--- src/hw/rtl/utf8_dec_pkg.sv ---
// Shared types, constants and the double-width range table for the UTF-8 stream decoder.
`timescale 1ns / 1ps

package utf8_dec_pkg;

    localparam int unsigned CP_W      = 21;
    localparam int unsigned QDEPTH    = 3;
    localparam int unsigned N_WIDE    = 19;

    localparam logic [CP_W-1:0] CP_MAX      = 21'h10FFFF;
    localparam logic [CP_W-1:0] SURR_LO     = 21'h00D800;
    localparam logic [CP_W-1:0] SURR_HI     = 21'h00DFFF;
    localparam logic [CP_W-1:0] MIN_2BYTE   = 21'h000080;
    localparam logic [CP_W-1:0] MIN_3BYTE   = 21'h000800;
    localparam logic [CP_W-1:0] MIN_4BYTE   = 21'h010000;

    typedef enum logic [2:0] {
        ST_VALID    = 3'd0,
        ST_BAD_LEAD = 3'd1,
        ST_TRUNC    = 3'd2,
        ST_REJECT   = 3'd3,
        ST_TERM     = 3'd4
    } status_t;

    typedef logic [CP_W-1:0] wide_range_t [0:N_WIDE-1][0:1];

    localparam wide_range_t WIDE_RANGES = '{
        '{21'h01100, 21'h0115F}, '{21'h02329, 21'h0232A}, '{21'h02E80, 21'h0303E},
        '{21'h03041, 21'h033BF}, '{21'h03400, 21'h04DBF}, '{21'h04E00, 21'h09FFF},
        '{21'h0A000, 21'h0A4CF}, '{21'h0AC00, 21'h0D7AF}, '{21'h0F900, 21'h0FAFF},
        '{21'h0FE10, 21'h0FE1F}, '{21'h0FE30, 21'h0FE6F}, '{21'h0FF00, 21'h0FF60},
        '{21'h0FFE0, 21'h0FFE6}, '{21'h1F000, 21'h1F02F}, '{21'h1F0A0, 21'h1F0FF},
        '{21'h1F100, 21'h1F64F}, '{21'h1F680, 21'h1F6FF}, '{21'h20000, 21'h2FFFD},
        '{21'h30000, 21'h3FFFD}
    };

    // Parallel range compare against the fixed double-width table.
    function automatic logic in_wide_table(input logic [CP_W-1:0] v);
        logic hit;
        hit = 1'b0;
        for (int k = 0; k < N_WIDE; k++)
        begin
            if (v >= WIDE_RANGES[k][0] && v <= WIDE_RANGES[k][1])
            begin
                hit = 1'b1;
            end
        end
        return hit;
    endfunction

endpackage

--- src/hw/rtl/utf8_stream_decoder.sv ---
// Top level: byte-serial UTF-8 decoder with a three-word result queue.
`timescale 1ns / 1ps

// utf8_stream_decoder takes one byte per clock on the s_ side and emits decoded
// code points on the m_ side. Each accepted byte is decoded in the cycle it is
// accepted: the open-sequence state (bytes still due, sequence length, partial
// value) updates at that edge, and the zero, one or two result words it causes
// enter a three-word result queue, and a word is registered there before it
// appears on m_. Lead bytes of multi-byte sequences give no word; a
// non-continuation byte inside an open sequence gives a truncated word first and
// is then decoded again as a fresh byte, which may give a second word. The queue
// head drives the m_ port; s_tready is high while the queue holds at most one
// word, so with a free-flowing output the block sustains one byte per cycle, and
// a byte that gives two words stalls the input while the extra word drains. Words
// carry the code point in m_tdata (zero unless valid) and the status and
// double-width flag in m_tuser; m_tlast marks the final word caused by one input byte.
module utf8_stream_decoder
    import utf8_dec_pkg::*;
(
    input  logic        clk,
    input  logic        rst_n,
    input  logic        s_tvalid,
    output logic        s_tready,
    input  logic [7:0]  s_tdata,   // [7:0] byte_in
    output logic        m_tvalid,
    input  logic        m_tready,
    output logic [23:0] m_tdata,   // [20:0] code_point, [23:21] zero
    output logic [3:0]  m_tuser,   // [2:0] status, [3] is_wide
    output logic        m_tlast
);

    typedef struct packed {
        logic [CP_W-1:0] code_point;
        status_t         status;
        logic            is_wide;
        logic            last;
    } res_t;

    typedef struct packed {
        logic            emit;
        res_t            res;
        logic [2:0]      seqlen;
        logic [1:0]      pending;
        logic [CP_W-1:0] partial;
    } lead_t;

    // Build one result word; code point and width flag only survive on valid.
    function automatic res_t make_res(input logic [CP_W-1:0] v, input status_t st,
                                      input logic lst);
        res_t r;
        r.code_point = (st == ST_VALID) ? v : '0;
        r.status     = st;
        r.is_wide    = (st == ST_VALID) && in_wide_table(v);
        r.last       = lst;
        return r;
    endfunction

    // Decode a byte with no sequence open.
    function automatic lead_t take_lead(input logic [7:0] b);
        lead_t l;
        l.emit    = 1'b0;
        l.res     = make_res('0, ST_BAD_LEAD, 1'b1);
        l.seqlen  = 3'd0;
        l.pending = 2'd0;
        l.partial = '0;
        if (b == 8'h00)
        begin
            l.emit = 1'b1;
            l.res  = make_res('0, ST_TERM, 1'b1);
        end
        else if (b[7] == 1'b0)
        begin
            l.emit = 1'b1;
            l.res  = make_res({13'd0, b}, ST_VALID, 1'b1);
        end
        else if (b < 8'hC0 || b >= 8'hF8)
        begin
            l.emit = 1'b1;
        end
        else if (b < 8'hE0)
        begin
            l.seqlen  = 3'd2;
            l.pending = 2'd1;
            l.partial = {16'd0, b[4:0]};
        end
        else if (b < 8'hF0)
        begin
            l.seqlen  = 3'd3;
            l.pending = 2'd2;
            l.partial = {17'd0, b[3:0]};
        end
        else
        begin
            l.seqlen  = 3'd4;
            l.pending = 2'd3;
            l.partial = {18'd0, b[2:0]};
        end
        return l;
    endfunction

    // Decoder state.
    logic [1:0]      pending_reg, pending_next;
    logic [2:0]      seqlen_reg, seqlen_next;
    logic [CP_W-1:0] partial_reg, partial_next;

    // Result queue: entry 0 is the head shown on m_.
    res_t            q_reg [0:QDEPTH-1];
    res_t            q_next [0:QDEPTH-1];
    logic [1:0]      count_reg, count_next;

    logic            s_acc;
    logic            pop;
    logic [1:0]      n_res;
    logic [1:0]      push;
    logic [1:0]      base;
    logic [1:0]      idx;
    res_t            r0, r1;
    lead_t           lead;
    logic [CP_W-1:0] v;
    status_t         fin_st;

    assign s_tready = (count_reg <= 2'd1);
    assign s_acc    = s_tvalid && s_tready;
    assign m_tvalid = (count_reg != 2'd0);
    assign pop      = m_tvalid && m_tready;

    assign m_tdata  = {3'd0, q_reg[0].code_point};
    assign m_tuser  = {q_reg[0].is_wide, q_reg[0].status};
    assign m_tlast  = q_reg[0].last;

    // Decode the incoming byte against the open-sequence state.
    always_comb
    begin
        lead         = take_lead(s_tdata);
        v            = {partial_reg[CP_W-7:0], s_tdata[5:0]};
        fin_st       = ST_VALID;
        n_res        = 2'd0;
        r0           = lead.res;
        r1           = lead.res;
        pending_next = pending_reg;
        seqlen_next  = seqlen_reg;
        partial_next = partial_reg;

        if (v > CP_MAX)
        begin
            fin_st = ST_REJECT;
        end
        else if (v >= SURR_LO && v <= SURR_HI)
        begin
            fin_st = ST_REJECT;
        end
        else if ((seqlen_reg == 3'd2 && v < MIN_2BYTE) ||
                 (seqlen_reg == 3'd3 && v < MIN_3BYTE) ||
                 (seqlen_reg == 3'd4 && v < MIN_4BYTE))
        begin
            fin_st = ST_REJECT;
        end

        if (pending_reg != 2'd0)
        begin
            if (s_tdata[7:6] == 2'b10)
            begin
                // Continuation: gather six bits, close the sequence when none are due.
                pending_next = pending_reg - 2'd1;
                partial_next = v;
                if (pending_reg == 2'd1)
                begin
                    n_res        = 2'd1;
                    r0           = make_res(v, fin_st, 1'b1);
                    seqlen_next  = 3'd0;
                    partial_next = '0;
                end
            end
            else
            begin
                // Drop the open sequence, then decode this byte as a fresh one.
                r0           = make_res('0, ST_TRUNC, !lead.emit);
                r1           = lead.res;
                n_res        = lead.emit ? 2'd2 : 2'd1;
                pending_next = lead.pending;
                seqlen_next  = lead.seqlen;
                partial_next = lead.partial;
            end
        end
        else
        begin
            n_res        = lead.emit ? 2'd1 : 2'd0;
            r0           = lead.res;
            pending_next = lead.pending;
            seqlen_next  = lead.seqlen;
            partial_next = lead.partial;
        end

        if (!s_acc)
        begin
            pending_next = pending_reg;
            seqlen_next  = seqlen_reg;
            partial_next = partial_reg;
        end
    end

    // Queue update: shift out the head on pop, append up to two new words.
    always_comb
    begin
        push       = s_acc ? n_res : 2'd0;
        base       = count_reg - {1'b0, pop};
        count_next = base + push;
        idx        = 2'd0;
        for (int i = 0; i < QDEPTH; i++)
        begin
            idx       = 2'(i) + {1'b0, pop};
            q_next[i] = q_reg[i];
            if (2'(i) < base)
            begin
                q_next[i] = q_reg[idx];
            end
            else if (2'(i) == base && push != 2'd0)
            begin
                q_next[i] = r0;
            end
            else if (2'(i) == base + 2'd1 && push == 2'd2)
            begin
                q_next[i] = r1;
            end
        end
    end

    always_ff @(posedge clk or negedge rst_n)
    begin
        if (!rst_n)
        begin
            pending_reg <= 2'd0;
            seqlen_reg  <= 3'd0;
            partial_reg <= '0;
            count_reg   <= 2'd0;
        end
        else
        begin
            pending_reg <= pending_next;
            seqlen_reg  <= seqlen_next;
            partial_reg <= partial_next;
            count_reg   <= count_next;
        end
    end

    always_ff @(posedge clk)
    begin
        for (int i = 0; i < QDEPTH; i++)
        begin
            q_reg[i] <= q_next[i];
        end
    end

endmodule

--- config.mk ---
export PLATFORM = sky130hd
export DESIGN_NAME = utf8_stream_decoder
export DESIGN_NICKNAME = d
export VERILOG_FILES = /design/src/hw/rtl/utf8_dec_pkg.sv /design/src/hw/rtl/utf8_stream_decoder.sv
export SDC_FILE = /design/constraint.sdc
export NUM_CORES = 1
export LEC_CHECK = 0
export BUFFER_PORTS_ARGS = -buffer_cell sky130_fd_sc_hd__buf_2
export CAP_MARGIN = 20
export CORE_ASPECT_RATIO = 0.8
export CORE_MARGIN = 2
export CORE_UTILIZATION = 40
export CTS_CLUSTER_DIAMETER = 60
export DETAILED_ROUTE_END_ITERATION = 10
export GPL_TIMING_DRIVEN = 0
export PLACE_DENSITY_LB_ADDON = 0.05
export SLEW_MARGIN = 20
export SYNTH_ARGS = -nofsm -noshare
export SYNTH_HDL_FRONTEND = slang
export SYNTH_SLANG_ARGS = --single-unit
--- constraint.sdc ---
create_clock -name clk -period 8.9 [get_ports clk]
set_input_delay 0.445 -clock clk [delete_from_list [all_inputs] [get_ports clk]]
set_output_delay 0.445 -clock clk [all_outputs]
set_load 0.02 [all_outputs]
==> results of run 1 <==
[per-stage QoR]
step / hold WS, ns / util (%)
after global routing: 0.111 / 47.7
after global placement: 0.448 / 44.4
after floorplan: 0.149 / -
after detailed placement: 0.460 / 45.2
after CTS: 0.0897 / 47.7
final: 0.0740 / 47.7
[cell usage after synthesis (3+ instances only)]
master      n  area, um^2
a211oi_1    3        22.5
a21o_1      3        22.5
a21oi_1    15        75.1
a22o_1     10        87.6
a22oi_1     4        30.0
a31oi_1     5        31.3
and2_1      4        25.0
and3_1     20         125
buf_1       5        18.8
buf_2       4        20.0
buf_4       3        22.5
clkbuf_1   45         169
dfrtp_1    22         551
edfxtp_1   78        2340
ha_1        4        50.1
inv_1      14        52.6
mux2i_1    26         260
nand2_1    96         360
nand2b_1    5        31.3
nand3_1    11        55.1
nand4_1     5        31.3
nand4b_1    4        35.0
nor2_1     32         120
nor2b_1     9        56.3
nor3_1     11        55.1
nor3b_1     3        22.5
nor4_1      9        56.3
nor4b_1     4        35.0
o2111ai_1   4        35.0
o211ai_1    5        37.5
o21ai_0    53         265
o2bb2ai_1   8        70.1
o31ai_1    10        75.1
or3_1       3        18.8
or4_1       4        30.0
xnor2_1     3        26.3
[routing by layer]
| metal | wire [um] | vias to the layer above | global-route usage [%] |
|---|---|---|---|
| met1 | 8750 | 2460 | 35.7 |
| li1 | - | 2266 | - |
| met4 | 388 | 0 | 8.32 |
| met3 | 1140 | 36 | 4.76 |
| met2 | 7850 | 201 | 37.1 |
| met5 | 0 | - | 0 |
[path summary, 6_finish.rpt]
| kind | endpoint | slack, ns | depth (start not counted) |
|---|---|---|---|
| max in group asynchronous | count_reg[1]$_DFF_PN0_ | 8.44 | 1 |
| min in group clk | pending_reg[1]$_DFFE_PN0P_ | 0.49 | 2 |
| setup / recovery | q_reg[2][8]$_DFFE_PP_ | 4.86 | 12 |
| hold / removal | partial_reg[8]$_DFFE_PN0P_ | 0.07 | 1 |
| setup reg to reg | q_reg[2][8]$_DFFE_PP_ | 4.86 | 12 |
| hold reg to reg | pending_reg[1]$_DFFE_PN0P_ | 0.49 | 2 |
[kinds of logic (layout without fill, tap and decap cells)]
| logic type | Yosys count | count (layout) | share of synthesized area, % |
|---|---|---|---|
| AO/OA/AOI/OAI | 144 | 144 | 17.1 |
| XOR/XNOR | 5 | 5 | 0.774 |
| adder cells (fa/ha/maj) | 4 | 4 | 0.885 |
| buffers and inverters | 71 | 127 | 5.00 |
| flip-flops | 100 | 100 | 51.1 |
| multiplexers | 27 | 27 | 4.80 |
| other | 1 | 3 | 0.0663 |
| AND/OR/NAND/NOR | 230 | 230 | 20.3 |
[final cells by class]
type	count	area share [%]
Inverter	14	0.805
Timing Repair Buffer	40	4.10
Tap cell	180	3.45
Buffer	57	3.52
Sequential cell	100	44.3
Clock buffer	9	3.45
Multi-Input combinational cell	413	38.6
Clock inverter	7	1.76
[report_power, final]
group | switching (mW) | internal (mW) | leakage, nW
clock | 0.198 | 0.254 | 0.163
combinational | 0.765 | 0.343 | 1.25
sequential | 0.0843 | 0.808 | 1.04
total | 1.05 | 1.41 | 2.46
[cells in the final DEF (no fill, tap or decap), drive strengths merged, types with 5 or more instances in the layout]
master	instances
nor2	32
o211ai	5
nor2b	9
nand2	96
nand4	6
clkbuf	54
nor3	12
dfrtp	22
nand2b	5
o21ai	53
a22o	10
o2bb2ai	8
inv	17
a21oi	16
a31oi	5
mux2i	26
o31ai	10
nor4	9
buf	52
nand3	12
edfxtp	78
and3	20
==> metrics.md, run 1 <==
| Metric | Value |
|---|---|
| Outcome | `finished, final reports clean` |
| Area of the multi-input gates | `2520 um^2` |
| #FFs+latches synth | `100` |
| Antenna violations before repair | `0` |
| Hold crit path type | `in -> async` |
| Slew @ Worst Pin | `roughly 0.94 ns` |
| CTS clk-pin slew, worst paths | `roughly 0.070 ns` |
| Post-route setup slack | `4.86 ns` |
| Post-layout minimum cycle time | `4.04 ns` |
| Diodes inserted | `0` |
| FFs w/ async S/R, synth | `22.0%` |
| Placer congestion estimate | `0.937` |
| Worst r2r src | `count_reg[1]$_DFF_PN0_` |
| Tcrit/Tclk final | `45.4%` |
| Die W | `137 um` |
| Crit path capture type | `flop` |
| CTS tree | `built` |
| Final instance area | `6530 um^2` |
| Drt pass-1 iters | `5` |
| Post-Syn Area | `5660 um^2` |
| Die area | `15,100 um^2` |
| Final WL | `about 18 mm` |
| Share of cells above drive strength 1 | `about an eighth` |
| Post-CTS setup buffers | `0` |
| Main synth FF type | `edfxtp_1` |
| Critical-path top delay cell | `clkbuf_1` |
| First-pass GRT wire length | `between 20 and 30 mm` |
| Fillers | `roughly 1,300` |
| Clk_lat worst skew | `0.35 ns` |
| H-tree depth | `3` |
| DR vias | `4,963` |
| Max transition margin | `37.6%` |
| Drt drc | `0` |
| Layout Cells excl Fill | `roughly 800` |
| Setup violations, final | `0` |
| Die H | `110 um` |
| Row cnt | `38` |
| Clk sinks | `100` |
| GRT Overall Usage | `24.7%` |
| Syn. warnings | `0` |
| DRT iter0 DRCs | `580` |
| MaxCap Viol Count | `0` |
| Buffer and inverter count on the worst path | `5` |
| Largest net degree at the start of global routing | `23` |
| Ports | `43` |
| Max reg flops | `78` |
| Max Freq | `around 250 MHz` |
| Dpl cells | `804` |
| Post-Syn Area per Cell | `just under 10 um^2` |
| RSZ-0062 raised after global routing | `no` |
| Syn-to-layout area delta | `15.5%` |
| I/O Buffers | `37` |
| Clock buffer count from CTS | `9` |
| Remaining Overflow, GRT | `0` |
| CP Class | `reg -> reg` |
| Core area | `13,700 um^2` |
| Number of vias per cell | `6.05` |
| CP startpoint | `count_reg[1]$_DFF_PN0_` |
| Worst slack, placed | `4.90 ns` |
| PostCTS Resize Cnt | `0` |
| Clock Path Buffers | `2` |
| HPWL after DPL | `12.8 mm` |
| Reg area | `just under 3000 um^2` |
| Crit path arrival time | `4.12 ns` |
| Skew final | `0.00897 ns` |
| WL/cell | `22.1 um` |
| Post-synthesis sequential area ratio | `51.1%` |
| Startpoint types | `flop` |
| CP top delay family | `simple AND/OR/NAND/NOR gates` |
| Root Driver | `clkbuf_16` |
| CP max stage delay | `a little over 0.7 ns` |
| Cell chain of the critical path | `inv_1 > nand2_1 > nand2_1 > clkbuf_1 > inv_1 > ha_1 > clkbuf_1 > inv_1 > nor4_1 > nor2_1 > nor2_1 > nor2b_1` |
| Hold buffers post-CTS | `0` |
| Most Frequent Cell on Critical Path | `inv_1` |
| Final Net Count | `~650` |
| Crit Path Max Fanout | `10` |
| Critical path required time | `~9 ns` |
| Count of cell types in the netlist | `65` |
| Power Dens Cells | `376 nW/um^2` |
| Gate Count Post-Synth | `582` |
| Pwr Total | `2.45 mW` |
| Final Slew Violations | `0` |
| Setup TNS | `0 ns` |
| Number of flops mapped to enable cells by yosys | `78` |
| Placed inst area | `6190 um^2` |
| Remaining antenna violation count | `0` |
| IR drop worst, VDD | `0.213 mV` |
| Hold Vio Cnt, Final | `0` |
| Vias in the first global route | `about 4,800` |
| Leakage | `between 2 and 2.5 nW` |
| Initial Utilization | `about two fifths` |
(Power assumes the default switching activity.)
==> run 2, diff against run 1 <==
--- a/config.mk
+++ b/config.mk
@@ -5,6 +5,7 @@
 export SDC_FILE = /design/constraint.sdc
 export NUM_CORES = 1
 export LEC_CHECK = 0
+export ABC_AREA = 1
 export BUFFER_PORTS_ARGS = -buffer_cell sky130_fd_sc_hd__buf_2
 export CAP_MARGIN = 20
 export CORE_ASPECT_RATIO = 0.8
==> constraint.sdc (replaced) <==
create_clock -name clk -period 3.8 [get_ports clk]
set_input_delay 0.19 -clock clk [delete_from_list [all_inputs] [get_ports clk]]
set_output_delay 0.19 -clock clk [all_outputs]
set_load 0.02 [all_outputs]
==> metrics.md, run 2 <==
| Metric | Value |
|---|---|
| Hold Vio Cnt, Final | `0 (unchanged)` |
| DR vias | `6,243 (+26%)` |
| Antenna violations before repair | `0 (unchanged)` |
| Tcrit/Tclk final | `92.0% (+47 points)` |
| Met2 Usage GRT | `38.4% (+1.3 points)` |
| Clk sinks | `100 (unchanged)` |
| GR Util met3 | `5.90% (+1.1 points)` |
| Post-Syn Area per Cell | `7.52 um^2 (-23%)` |
| Cell chain of the critical path | `inv_1 > nand2_1 > nand2_1 > clkinv_1 > clkbuf_2 > ha_1 > or2_2 > nand2_1 > clkbuf_2 > nand3_2 > buf_4 > nor2_1 > a21oi_1 > nand2_4` |
| Crit Path Max Fanout | `26 (+16)` |
| Final WL | `21.9 mm (+21%)` |
| Clock buffer count from CTS | `9 (unchanged)` |
| Cell taking the most area after synthesis | `edfxtp_1` |
| RSZ-0062 raised after global routing | `no` |
| Reg area | `2890 um^2 (unchanged)` |
| Setup violations, final | `0 (unchanged)` |
| CP max stage delay | `0.39 ns (-0.32 ns)` |
| Placed inst area | `6780 um^2 (+9.5%)` |
| CTS clk-pin slew, worst paths | `0.07 ns (about the same)` |
| Drt drc | `0 (unchanged)` |
| Final Util | `47.1% (-0.61 points)` |
| Row cnt | `40 (+5.3%)` |
| Commonest non-fill, non-tap cell in the layout | `nand2_1` |
| Die area | `16,700 um^2 (+11%)` |
| Dpl cells | `1,085 (+35%)` |
| Area of the multi-input gates | `2920 um^2 (+16%)` |
| Gate Count Post-Synth | `835 (+43%)` |
| H-tree depth | `3 (unchanged)` |
| Number of vias per cell | `5.66 (-6.5%)` |
| Yosys top cell area share | `37.3% (-4.1 points)` |
| Ports | `43 (unchanged)` |
| HPWL after DPL | `16.6 mm (+29%)` |
| FFs w/ async S/R, synth | `22.0% (unchanged)` |
| Critical-path top delay cell | `dfrtp_1` |
| Post-route setup slack | `0.303 ns (-4.56 ns)` |
| Outcome | `finished, final reports clean` |
| DRT iter0 DRCs | `822 (+42%)` |
| Max reg flops | `78 (unchanged)` |
| CP top delay family | `buffers and inverters` |
| Root Driver | `clkbuf_16` |
| Pwr Total | `6.17 mW (+150%)` |
| Number of flops mapped to enable cells by yosys | `78 (unchanged)` |
| First-pass GRT wire length | `33.7 mm (+22%)` |
| Slew @ Worst Pin | `0.747 ns (-0.190 ns)` |
| Clock Path Buffers | `2 (unchanged)` |
| I/O Buffers | `37 (unchanged)` |
| Most crowded layer after global routing | `met1` |
| Largest net degree at the start of global routing | `27 (+17%)` |
| Hold crit path type | `in -> reg` |
| WL/cell | `19.9 um (-10%)` |
| Skew final | `0.0106 ns (+0.00164 ns)` |
| Clk_lat worst skew | `0.36 ns (about the same)` |
| #FFs+latches synth | `100 (unchanged)` |
| Layout Cells excl Fill | `1,103 (+35%)` |
| Fillers | `1,543 (+18%)` |
| Crit path arrival time | `3.51 ns (-0.61 ns)` |
| Die W | `144 um (+5.2%)` |
| Post-layout minimum cycle time | `3.50 ns (-0.545 ns)` |
| Crit path capture type | `flop` |
| GRT Overall Usage | `27.1% (+2.4 points)` |
| Max Freq | `286 MHz (+16%)` |
| Die H | `116 um (+5.2%)` |
| Final Net Count | `905 (+39%)` |
| Final Slew Violations | `0 (unchanged)` |
| Startpoint types | `flop` |
| IR drop worst, VDD | `0.313 mV (+47%)` |
| Placer congestion estimate | `0.984 (+5.0%)` |
| CP Class | `reg -> reg` |
| Buffer and inverter count on the worst path | `5 (unchanged)` |
| Count of cell types in the netlist | `39 (-40%)` |
| Worst slack, placed | `-0.205 ns (-5.10 ns)` |
| Leakage | `3.01 nW (+23%)` |
| Final instance area | `7140 um^2 (+9.3%)` |
| Share of cells above drive strength 1 | `13.7% (+1.6 points)` |
| Top post-synthesis cells by count | `nand2_1, nor2_1, edfxtp_1, inv_1, nand3_1` |
| Most Frequent Cell on Critical Path | `nand2_1` |
| Drt pass-1 iters | `7 (+2)` |
| Power Dens Cells | `864 nW/um^2 (+130%)` |
| MaxCap Viol Count | `0 (unchanged)` |
| Top-count cell post-synth | `nand2_1` |
| Syn. warnings | `0 (unchanged)` |
| Critical path required time | `3.82 ns (-5.15 ns)` |
| Initial Utilization | `41.4% (+0.12 points)` |
| Main synth FF type | `edfxtp_1` |
| Diodes inserted | `0 (unchanged)` |
| GR met1 Demand/Resource | `41.3% (+5.6 points)` |
| Ranking of synthesized cells by area | `edfxtp_1, nand2_1, dfrtp_1` |
| Core area | `15,200 um^2 (+11%)` |
| Syn-to-layout area delta | `13.7%` |
| Max transition margin | `50.2% (+13 points)` |
| Remaining Overflow, GRT | `0 (unchanged)` |
| Vias in the first global route | `5,890 (+23%)` |
| CTS tree | `built` |
| Post-synthesis sequential area ratio | `46.0% (-5.1 points)` |
| Remaining antenna violation count | `0 (unchanged)` |
| Commonest cells after routing, fill and taps aside | `nand2_1, nor2_1, edfxtp_1` |
| Post-Syn Area | `6280 um^2 (+11%)` |
==> run 2: cell types whose count changed after synthesis, sizes merged, moves of 14 or more <==
cell	change
and3	-20
clkbuf	-27
inv	+62
mux2i	-26
nand2	+136
nand3	+55
nand4	+14
nor2	+102
o21ai	+23
o22ai	+27
==> run 2: cell type report <==
cell class | count | share of cell area, %
buffer | 40 | 3.00
clock buffer | 9 | 3.15
clock inverter | 6 | 1.17
inverter | 78 | 4.14
multi-input combinational | 619 | 40.8
sequential | 100 | 40.5
tap | 210 | 3.68
timing repair buffer | 41 | 3.50
==> run 2: report_power, final <==
part	internal [mW]	switching [mW]	leakage, nW
logic	0.863	2.22	1.82
registers	1.93	0.186	1.04
clock network	0.522	0.448	0.151
total	3.32	2.86	3.01
==> run 2: cell families after synthesis <==
| kind of cell | count (synthesis) | share of synthesized area [%] |
|---|---|---|
| buffers and inverters | 118 | 8.07 |
| flip-flops | 100 | 46.0 |
| other | 1 | 0.0597 |
| XOR/XNOR | 2 | 0.279 |
| AO/OA/AOI/OAI | 138 | 12.0 |
| AND/OR/NAND/NOR | 472 | 32.7 |
| adder cells (fa/ha/maj) | 4 | 0.797 |
==> run 2: path summary, 6_finish.rpt <==
| kind | startpoint | to | slack (ns) | depth (start not counted) |
|---|---|---|---|---|
| worst max-delay path | count_reg[1]$_DFF_PN0_ | q_reg[2][0]$_SDFFCE_PN1P_ | 0.30 | 14 |
| worst min-delay path | s_tdata[6] | seqlen_reg[2]$_DFFE_PN0P_ | 0.17 | 3 |
| worst max register to register | count_reg[1]$_DFF_PN0_ | q_reg[2][0]$_SDFFCE_PN1P_ | 0.30 | 14 |
| worst min register to register | q_reg[1][1]$_DFFE_PP_ | q_reg[0][1]$_DFFE_PP_ | 0.54 | 2 |
| max in group asynchronous | rst_n | partial_reg[3]$_DFFE_PN0P_ | 3.10 | 2 |
| min in group asynchronous | rst_n | pending_reg[0]$_DFFE_PN0P_ | 0.34 | 2 |
==> run 2: through the flow <==
| step | setup TNS, ns | hold slack (ns) |
|---|---|---|
| finish | 0 | 0.165 |
| CTS | 0 | 0.157 |
| detailed placement | -10.38 | 0.187 |
| global placement | -44.28 | 0.181 |
| global route | 0 | 0.192 |
| floorplan | 0 | -0.106 |
==> run 2: timing repair <==
item,4_1_cts,5_1_grt
buffers inserted,2,0
hold buffers,1,0
cloned,0,0
endpoints found under the hold margin,22,0
setup endpoints to repair,65,77
pin swaps,1,0
gates resized for setup,2,4
==> run 2: tightest hold or removal path: stages <==
cell and delay, ns:
buf_2 0.11, nand2_1 0.10, o41ai_1 0.08
==> run 2: metal layers <==
layer / vias up / part of all wire (%)
met3: 30 / 9.7
met5: - / 0
met4: 0 / 2.0
li1: 2915 / -
met1: 2983 / 47
met2: 315 / 41
==> run 3, diff against run 2 <==
--- a/config.mk
+++ b/config.mk
@@ -8,7 +8,7 @@
 export ABC_AREA = 1
 export BUFFER_PORTS_ARGS = -buffer_cell sky130_fd_sc_hd__buf_2
 export CAP_MARGIN = 20
-export CORE_ASPECT_RATIO = 0.8
+export CORE_ASPECT_RATIO = 1.25
 export CORE_MARGIN = 2
 export CORE_UTILIZATION = 40
 export CTS_CLUSTER_DIAMETER = 60
==> metrics.md, run 3 (synthesis gave the netlist of run 2 again) <==
| Metric | Value |
|---|---|
| Outcome | `finished, final reports clean` |
| Final WL | `22.7 mm (+3.8%)` |
| Post-route setup slack | `0.342 ns (+0.0390 ns)` |
| CTS clk-pin slew, worst paths | `0.07 ns (about the same)` |
| Vias in the first global route | `5,877 (-0.22%)` |
| Max transition margin | `48.1% (-2.1 points)` |
| Number of vias per cell | `5.50 (-2.8%)` |
| Placed inst area | `6780 um^2 (about the same)` |
| Ports | `43 (unchanged)` |
| Clk_lat worst skew | `0.35 ns (about the same)` |
| GRT Overall Usage | `27.7% (+0.60 points)` |
| Leakage | `3.00 nW (-0.42%)` |
| Remaining Overflow, GRT | `0 (unchanged)` |
| Worst slack, placed | `-0.134 ns (+0.0710 ns)` |
| Die W | `116 um (-19%)` |
| Max Freq | `289 MHz (+1.1%)` |
| Antenna violations before repair | `0 (unchanged)` |
| Drt drc | `0 (unchanged)` |
| Reg area | `2890 um^2 (unchanged)` |
| Clock buffer count from CTS | `9 (unchanged)` |
| Final Slew Violations | `0 (unchanged)` |
| Drt pass-1 iters | `6 (-1)` |
| I/O Buffers | `37 (unchanged)` |
| H-tree depth | `3 (unchanged)` |
| Die area | `16,700 um^2 (unchanged)` |
| First-pass GRT wire length | `34.2 mm (+1.5%)` |
| Clk sinks | `100 (unchanged)` |
| Startpoint types | `flop` |
| Share of cells above drive strength 1 | `13.4% (-0.24 points)` |
| Largest net degree at the start of global routing | `27 (unchanged)` |
| Critical path required time | `3.85 ns (+0.03 ns)` |
| Commonest cells after routing, fill and taps aside | `nand2_1, nor2_1, edfxtp_1` |
| DRT iter0 DRCs | `667 (-19%)` |
| CP Class | `reg -> reg` |
| Row cnt | `51 (+28%)` |
| Commonest non-fill, non-tap cell in the layout | `nand2_1` |
| Power Dens Cells | `861 nW/um^2 (-0.43%)` |
| Post-layout minimum cycle time | `3.46 ns (-0.0390 ns)` |
| Max reg flops | `78 (unchanged)` |
| Critical-path top delay cell | `dfrtp_1` |
| Crit path arrival time | `3.51 ns (about the same)` |
| RSZ-0062 raised after global routing | `no` |
| CTS tree | `built` |
| Skew final | `0.00997 ns (-0.000644 ns)` |
| DR vias | `6,086 (-2.5%)` |
| WL/cell | `20.6 um (+3.5%)` |
| Tcrit/Tclk final | `91.0% (-1.0 points)` |
| Core area | `15,500 um^2 (+2.3%)` |
| Hold crit path type | `in -> reg` |
| Crit Path Max Fanout | `19 (-27%)` |
| IR drop worst, VDD | `0.305 mV (-2.6%)` |
| Clock power share | `15.3% (-0.4 points)` |
| Comb pwr share | `50.1% (about the same)` |
| Remaining antenna violation count | `0 (unchanged)` |
| Hold Vio Cnt, Final | `0 (unchanged)` |
| Root Driver | `clkbuf_16` |
| Fillers | `1,610 (+4.3%)` |
| Initial Utilization | `40.5% (-0.91 points)` |
| Syn-to-layout area delta | `13.3%` |
| Die H | `144 um (+24%)` |
| CP max stage delay | `0.39 ns (about the same)` |
| Crit path capture type | `flop` |
| Switching Share | `46.3% (about the same)` |
| Cell chain of the critical path | `inv_1 > nand2_1 > nand2_1 > clkinv_1 > clkbuf_1 > ha_1 > or2_2 > nand2_1 > inv_1 > nor2_1 > inv_1 > clkbuf_1 > a21oi_4 > buf_16` |
| Internal | `3.29 mW (-0.79%)` |
| MaxCap Viol Count | `0 (unchanged)` |
| Final instance area | `7120 um^2 (-0.33%)` |
| Clock Path Buffers | `2 (unchanged)` |
| Diodes inserted | `0 (unchanged)` |
| Setup TNS | `0 ns (unchanged)` |
| Setup violations, final | `0 (unchanged)` |
| Area of the multi-input gates | `2920 um^2 (unchanged)` |
| Switching Power | `2.84 mW (-0.73%)` |
| Pwr Total | `6.13 mW (-0.76%)` |
| Power share of the sequential group | `34.6% (+0.3 points)` |
| HPWL after DPL | `17.1 mm (+2.9%)` |
| Final Net Count | `905 (unchanged)` |
| Placer congestion estimate | `1.03 (+5.1%)` |
| Slew @ Worst Pin | `0.778 ns (+0.0310 ns)` |
run 3: changes by cell type in the layout (fill, tap and decap cells not counted):
cell      delta
clkbuf_2     -1
buf_12       -1
clkinv_2     +1
clkbuf_1     +3
buf_4        +1
clkinv_8     -1
inv_6        -1
run 3: cell type report:
cell class | instances | area share (%)
buffer | 40 | 2.99
tap | 212 | 3.73
clock inverter | 5 | 0.897
clock buffer | 11 | 3.27
multi-input combinational | 619 | 41.0
sequential | 100 | 40.6
timing repair buffer | 41 | 3.34
inverter | 78 | 4.15
run 3: per-layer routing:
layer / part of all wire, % / GRT usage [%]
met1: 39 / 32.0
met2: 51 / 49.4
met3: 4.6 / 3.14
met4: 5.0 / 15.3
met5: 0 / 0
run 3: worst max-delay path: cells and delay by family (launching register included):
family          cells  cell delay (ns)
flops               1             0.39
fa+ha+maj           1             0.25
simple gates        5             0.76
buf+inv             7             1.44
compound gates      1             0.31
run 3: worst paths after layout:
check | start | to | slack (ns) | cells past startpoint
min | s_tdata[1] | partial_reg[1]$_DFFE_PN0P_ | 0.20 | 3
min in group asynchronous | rst_n | partial_reg[6]$_DFFE_PN0P_ | 0.35 | 2
max in group asynchronous | rst_n | partial_reg[1]$_DFFE_PN0P_ | 3.08 | 2
max | count_reg[1]$_DFF_PN0_ | q_reg[0][25]$_DFFE_PP_ | 0.34 | 14
max reg2reg | count_reg[1]$_DFF_PN0_ | q_reg[0][25]$_DFFE_PP_ | 0.34 | 14
min reg2reg | pending_reg[1]$_DFFE_PN0P_ | pending_reg[1]$_DFFE_PN0P_ | 0.52 | 2
run 3: stage by stage:
step	cells	util (%)	hold WS (ns)
after detailed placement	1087	43.8	0.199
after CTS	1104	45.8	0.191
after global placement	1086	43.5	0.186
after global routing	1106	45.9	0.217
after floorplan	837	-	-0.106
final	1106	45.9	0.203
run 3: power groups by stage:
| stage | registers [mW] | clock network [mW] | logic, mW |
|---|---|---|---|
| final | 2.12 | 0.936 | 3.07 |
| after global routing | 2.17 | 0.987 | 3.35 |
| after CTS | 2.12 | 0.944 | 3.02 |
| after detailed placement | 2.15 | 0 | 3.00 |
| after global placement | 2.15 | 0 | 2.91 |
| after floorplan | 2.29 | 0 | 1.74 |
run 3: repair_timing:
action / CTS / global route
buffers inserted: 0 / 2
resized for setup: 2 / 2
pin swaps: 0 / 1
endpoints found under the hold margin: 22 / 0
hold buffers: 1 / 0
endpoints found under the setup margin: 52 / 71
